## config.mk

```make
export PLATFORM = sky130hd
export DESIGN_NAME = hls_div_pipe
export DESIGN_NICKNAME = d
export VERILOG_FILES = /design/src/rtl/hls_pkg.sv /design/src/rtl/hls_div_pipe.sv
export SDC_FILE = /design/constraint.sdc
export NUM_CORES = 1
export LEC_CHECK = 0
export BUFFER_PORTS_ARGS = -buffer_cell sky130_fd_sc_hd__buf_2
export CORE_AREA = 8 8 325 233
export CTS_CLUSTER_DIAMETER = 120
export CTS_CLUSTER_SIZE = 30
export DETAILED_ROUTE_END_ITERATION = 12
export DIE_AREA = 0 0 333 241
export GPL_TIMING_DRIVEN = 0
export SLEW_MARGIN = 20
export SYNTH_ARGS = -nofsm -noshare
export SYNTH_HDL_FRONTEND = slang
export SYNTH_SLANG_ARGS = --single-unit
export TNS_END_PERCENT = 100
```

## constraint.sdc

```tcl
create_clock -name clk -period 3.5 [get_ports clk]
set_input_delay 0.7 -clock clk [delete_from_list [all_inputs] [get_ports clk]]
set_output_delay 0.7 -clock clk [all_outputs]
set_load 0.1 [all_outputs]
```

## src/rtl/hls_pkg.sv

```systemverilog
// ----------------------------------------------------------------------------
// Hexagonal lattice snap: shared package
// Widths, constants, beat types and neighbor codes of the snap pipeline.
// ----------------------------------------------------------------------------
`timescale 1ns / 1ps

package hls_pkg;

  // Field widths.
  localparam int PITCH_W   = 16;
  localparam int COORD_W   = 24;
  localparam int SQRT3_W   = 32;
  localparam int PYQ_W     = PITCH_W + SQRT3_W;

  // sqrt(3)/2 as unsigned Q0.32.
  localparam logic [SQRT3_W-1:0] SQRT3_2_Q32 = 32'd3719550787;

  // Pitch register reset value and floor.
  localparam logic [PITCH_W-1:0] PITCH_RESET = 16'd12800;
  localparam logic [PITCH_W-1:0] PITCH_MIN   = 16'd256;
  localparam logic [PYQ_W-1:0]   PYQ_RESET   = 48'd12800 * 48'd3719550787;

  // Divider geometry: quotient bits, numerator and divisor widths.
  localparam int QUO_W  = 17;
  localparam int NUMX_W = 27;
  localparam int DENX_W = PITCH_W + 1;
  localparam int NUMY_W = 58;
  localparam int DENY_W = PYQ_W + 1;

  // Site coordinates: x in half-LSB units, y in 2^-32 LSB units.
  localparam int CX_W   = 27;
  localparam int CY_W   = 58;

  // Distance compare operands.
  localparam int DM_W   = 18;
  localparam int EM_W   = 26;
  localparam int SQD_W  = 2 * DM_W;
  localparam int SQE_W  = 2 * EM_W;
  localparam int DIST_W = 55;

  // Rounded magnitude width and saturation limits.
  localparam int MAG_W = 32;
  localparam logic [MAG_W-1:0] SAT_POS = 32'h007F_FFFF;
  localparam logic [MAG_W-1:0] SAT_NEG = 32'h0080_0000;

  // Pipeline depth: input and numerator stages, divider, neighbor stages.
  localparam int NEAR_LAT    = 10;
  localparam int HLS_LATENCY = 2 + QUO_W + NEAR_LAT;

  // Input beat.
  typedef struct packed {
    logic signed [COORD_W-1:0] point_x;
    logic signed [COORD_W-1:0] point_y;
  } hls_in_t;

  // Result beat.
  typedef struct packed {
    logic signed [COORD_W-1:0] site_x;
    logic signed [COORD_W-1:0] site_y;
  } hls_out_t;

  // Rounded index magnitudes with the original point, leaving the divider.
  typedef struct packed {
    logic [QUO_W-1:0]          nxm;
    logic [QUO_W-1:0]          nym;
    logic signed [COORD_W-1:0] x;
    logic signed [COORD_W-1:0] y;
  } hls_quo_t;

  // Neighbor codes in compare order.
  typedef enum logic [1:0] {
    NB_LEFT  = 2'd0,
    NB_DOWN  = 2'd1,
    NB_UP    = 2'd2,
    NB_RIGHT = 2'd3
  } hls_nb_t;

endpackage

```

## src/rtl/hls_div_pipe.sv

```systemverilog
// ----------------------------------------------------------------------------
// Hexagonal lattice snap: pipelined restoring divider
// One quotient bit per register stage; the caller must hold the divisor
// steady while beats are in flight, which this block does not enforce.
// ----------------------------------------------------------------------------
`timescale 1ns / 1ps

module hls_div_pipe import hls_pkg::*; #(
  parameter int NW = NUMX_W,
  parameter int DW = DENX_W,
  parameter int QW = QUO_W
) (
  input  logic          clk,
  input  logic [NW-1:0] num,
  input  logic [DW-1:0] den,
  output logic [QW-1:0] quo
);

  localparam int CW = (NW > DW + QW) ? NW : DW + QW;

  logic [NW-1:0] rem_r [QW];
  logic [QW-1:0] quo_r [QW];

  for (genvar i = 0; i < QW; i++) begin : g_stage
    localparam int B = QW - 1 - i;

    logic [NW-1:0] rem_in;
    logic [QW-1:0] quo_in;
    logic [CW-1:0] trial;
    logic [CW-1:0] rem_ext;
    logic          take;
    logic [NW-1:0] rem_nxt;
    logic [QW-1:0] quo_nxt;

    if (i == 0) begin : g_first
      assign rem_in = num;
      assign quo_in = '0;
    end else begin : g_next
      assign rem_in = rem_r[i-1];
      assign quo_in = quo_r[i-1];
    end

    // Trial subtract of the divisor shifted to this quotient bit.
    assign trial   = CW'(den) << B;
    assign rem_ext = CW'(rem_in);
    assign take    = (rem_ext >= trial);
    assign rem_nxt = take ? NW'(rem_ext - trial) : rem_in;
    assign quo_nxt = take ? (quo_in | (QW'(1) << B)) : quo_in;

    always_ff @(posedge clk) begin
      rem_r[i] <= rem_nxt;
      quo_r[i] <= quo_nxt;
    end
  end

  assign quo = quo_r[QW-1];

endmodule

```

==> impl_summary.md <==
Synthesis
Multiplexer cells account for 4.96% of the synthesized area. The synthesized netlist devotes 13.2% of its cell area to adder and majority cells. The count of flip-flops with a built-in enable after synthesis is 0. The synthesized design spends more area on one cell type than any other, namely sky130_fd_sc_hd__dfxtp_1. The share of async-settable or async-resettable flops after synthesis is 0%.

The synthesis warning total is 0. The area fraction in and, or, nand and nor cells after synthesis is 13.3%. The cell area that synthesis handed to floorplanning was 27,900 µm². The mean post-synth cell area is 9.68 µm². Yosys mapped the design onto 82 distinct sky130hd cell types.

When the netlist entered floorplanning its net count stood at 3,212. Yosys attributes the largest share of cell area to sky130_fd_sc_hd__dfxtp_1, sky130_fd_sc_hd__ha_1, sky130_fd_sc_hd__mux2_2. The combinational family with the most area after synthesis is compound AO/OA/AOI/OAI gates.

The post-synthesis sequential area ratio is 42.0%. The share of the synthesized area in the top cell type is 42.0%. In the synthesized netlist the dominant register cell turns out to be sky130_fd_sc_hd__dfxtp_1. After Yosys synthesis, XOR and XNOR cells account for 7.02% of the synthesized area. In the synthesized netlist, the number of instances is 2,883. The post-synthesis sequential element count is 585.

The synthesized netlist devotes 16.9% of its cell area to compound gates.

Power
In this run the power spent charging and discharging nets is 9.99 mW. The part of the power in registers is 38.6%. The power density relative to cell area is 812 nW/µm². Total power for the finished layout comes to 25.1 mW. Per report_power, the clock group accounts for 13.0% of the total. In this run switching power makes up 39.8% of total power. Cell internal power was estimated by the tool at 15.1 mW. VDD sags by at most 0.455 mV.

The leakage component of the power is 12.9 nW. The share of total power dissipated in combinational logic is 48.4%.

Clock network
The later pin in the worst-skew pair is clocked with a latency of 0.60 ns. Clock-pin slew was measured on the worst setup and hold paths at 0.11 ns. The clock tree from TritonCTS is done. The clock net in this run drives a total of 585 sinks. The deepest clock path buffer count is 3.

The number of buffers inserted by hold repair at cts is 0. The count of H-tree levels built during CTS is 1. Buffers inserted during clock tree synthesis total 23. Clock tree synthesis selected as its root buffer the cell sky130_fd_sc_hd__clkbuf_16.

Route
The count of antenna-violating nets left after detailed routing is 0. The final route contains 21,100 vias. The routed design has 70.5 mm of wire. The iteration count of the initial detailed-routing pass is 5. For this run, design rule violations remaining after detail routing come to 0. After detailed routing, the number of vias per cell comes to 5.32. The first routing iteration left 1,496 violations. The routed wirelength normalized by instance count is 17.8 µm.

Floorplanning
The count of boundary I/O pins is 62. The starting utilization of the core area is 39.5%. The count of standard-cell rows is 82. From bottom edge to top edge, the die measures 241 µm. The die outline width is 333 µm. After floorplanning, the core was sized to cover 70,600 µm². The floorplan step defined a die boundary enclosing 80,300 µm².

Global routing
Global routing used 16.9% of the available tracks across all layers. The number of global-route vias before repair was 19,600. The first-pass GRT wire length is 110 mm. The initial antenna violation count is 3. The maximum number of pins on one net before global-route repair is 31. The total overflow reported by the global router is 0.

Layout
The fraction of final layout cells with drive strength greater than 1 is 12.1%. The net count of the finished layout is 3,365. 0 antenna diodes ended up in the layout. With fillers left out, the area of the finished cells amounts to 30,900 µm². The count of fill cells added during filler insertion is 6,816. The layout overhead on the synthesized area is 10.7%. The most common cell after layout, fill and taps aside is sky130_fd_sc_hd__dfxtp_1.

The library cells used most frequently in the layout, excluding fill and tap cells, are sky130_fd_sc_hd__dfxtp_1, sky130_fd_sc_hd__ha_1, sky130_fd_sc_hd__a21oi_1.

Setup path
STA classifies the critical path endpoint as a flip-flop. The startpoint class of the critical path is an input pin. The maximum fanout count along the critical path is 13. The endpoint required time on the critical path is 4.02 ns. The worst register-to-register path has a setup slack of 0.27 ns. The capture instance of the worst register-to-register path is rem_r[0][430]. Measured in cells, the most critical reg-to-reg path has a length of 12. The data arrival time of the worst path is 3.90 ns. The critical path is of the input pin to flip-flop type.

The launch point of the worst reg-to-reg path is rem_r[0][379].

Timing
The worst pin sits at a relative slew slack of 28.1%. Setup repair after global routing could not meet its margin everywhere. The clock period could shrink to 3.38 ns.

The count of final hold-check violations is 0. The total negative slack for setup checks is 0 ns. Between clock sinks in the finished design, the worst skew comes to 0.0143 ns.

The count of pins over their slew limit is 0. The worst-margin pin slew is 1.06 ns. After layout, the worst path uses 96.6% of the clock period. The number of setup violations in the final report is 0.

Timing would allow up to 296 MHz.

Flow run
The tool flagged a number of max-cap violations equal to 0.

Hold path
The launch instance of the worst min-delay path is num[14]. The cell depth of the worst min-delay path is 1. The worst min-delay path endpoint is rem_r[0][14]. The class of the worst hold path is input pin to flip-flop.

Place
The final weighted congestion in routability-driven placement is 0.899. The count of input and output buffers is 61. Detailed placement ended at an HPWL of 51.2 mm. The cell area after placement is 29,400 µm².

Outcome
The run finished with clean final reports.
Yosys cell counts, drive strengths merged, types with 57 or more instances:
| cell type | n |
|---|---|
| a21o | 70 |
| a21oi | 212 |
| dfxtp | 585 |
| ha | 268 |
| inv | 127 |
| mux2 | 106 |
| nand2 | 209 |
| nand3 | 57 |
| nor2 | 162 |
| nor3 | 58 |
| o21ai | 203 |
| xnor2 | 132 |
| xor2 | 91 |
final cells by class:
| class | count | area (µm²) | share of cell area, % |
|---|---|---|---|
| flip-flops and latches | 585 | 11700 | 37.9 |
| multi-input cells | 2111 | 15600 | 50.6 |
| clock buffers | 23 | 576 | 1.86 |
| clock inverters | 2 | 36.3 | 0.117 |
| plain buffers | 59 | 298 | 0.964 |
| repair buffers | 128 | 951 | 3.08 |
| well taps | 924 | 1160 | 3.74 |
| repair inverters | 1 | 7.51 | 0.0243 |
| inverters | 127 | 533 | 1.72 |
worst max-delay path, stage by stage:
cell and delay [ns]:
sky130_fd_sc_hd__buf_12 0.18, sky130_fd_sc_hd__clkinvlp_4 0.10, sky130_fd_sc_hd__buf_4 0.17, sky130_fd_sc_hd__buf_4 0.19, sky130_fd_sc_hd__ha_1 0.32, sky130_fd_sc_hd__a21o_1 0.19, sky130_fd_sc_hd__a211oi_1 0.47, sky130_fd_sc_hd__a31oi_1 0.26
sky130_fd_sc_hd__nor2_1 0.22, sky130_fd_sc_hd__o21ai_0 0.15, sky130_fd_sc_hd__clkbuf_2 0.27, sky130_fd_sc_hd__clkbuf_1 0.36, sky130_fd_sc_hd__a21oi_1 0.29
power by group through the flow:
stage	clock, mW	sequential [mW]	combinational, mW
detailed placement	0	9.85	11.7
global route	3.65	9.88	13.5
global placement	0	9.84	11.6
floorplan	0	9.60	9.20
finish	3.25	9.69	12.1
CTS	3.40	9.69	11.9
flip-flops by register name, summed over array words and instances (netlist names):
signal / count
quo_r: 153
rem_r: 432
layer usage:
metal  vias to the layer above  global-route usage, %  part of all wire, %
li1                      10700                      -                    -
met1                      9783                   25.7                   52
met2                       509                   24.6                   39
met3                        72                   3.41                  6.7
met4                         4                   3.34                  2.1
met5                         -                      0                0.035
worst max path at each step:
| stage | from | end | slack, ns | cells past startpoint |
|---|---|---|---|---|
| after floorplan | den[1] | rem_r[0][19] | -0.004 | 11 |
| after global placement | den[1] | rem_r[0][328] | -2.11 | 11 |
| after detailed placement | den[1] | rem_r[0][328] | -2.06 | 11 |
| after CTS | den[1] | rem_r[0][159] | 0.005 | 15 |
| after global routing | den[3] | rem_r[0][239] | -0.05 | 14 |
| final | den[1] | rem_r[0][185] | 0.12 | 13 |
per-stage QoR:
step	instances	util [%]	hold WS (ns)	worst slack [ns]
2_1_floorplan	2883	-	0.310	-0.00442
3_3_place_gp	3868	41.6	0.310	-2.11
3_5_place_dp	3868	41.6	0.312	-2.06
4_1_cts	3954	43.5	0.172	0.00519
5_1_grt	3960	43.8	0.174	-0.0537
6_report	3960	43.8	0.204	0.120
repair_timing:
item,CTS,global route
pin swaps,0,5
resized for setup,32,42
gates cloned,1,0
endpoints found under the setup margin,310,157
buffers inserted,60,7
endpoints found under the hold margin,0,0
cell families (layout without fill, tap and decap cells):
kind of cell / after synthesis / in the layout
adders and majority gates: 284 / 284
and+or+nand+nor: 736 / 736
AOI/OAI and AO/OA: 743 / 743
buffers and inverters: 187 / 340
xor gates and xnor gates: 223 / 223
DFF: 585 / 585
muxes: 125 / 125
No activity file was read; power rests on OpenSTA's default activity.
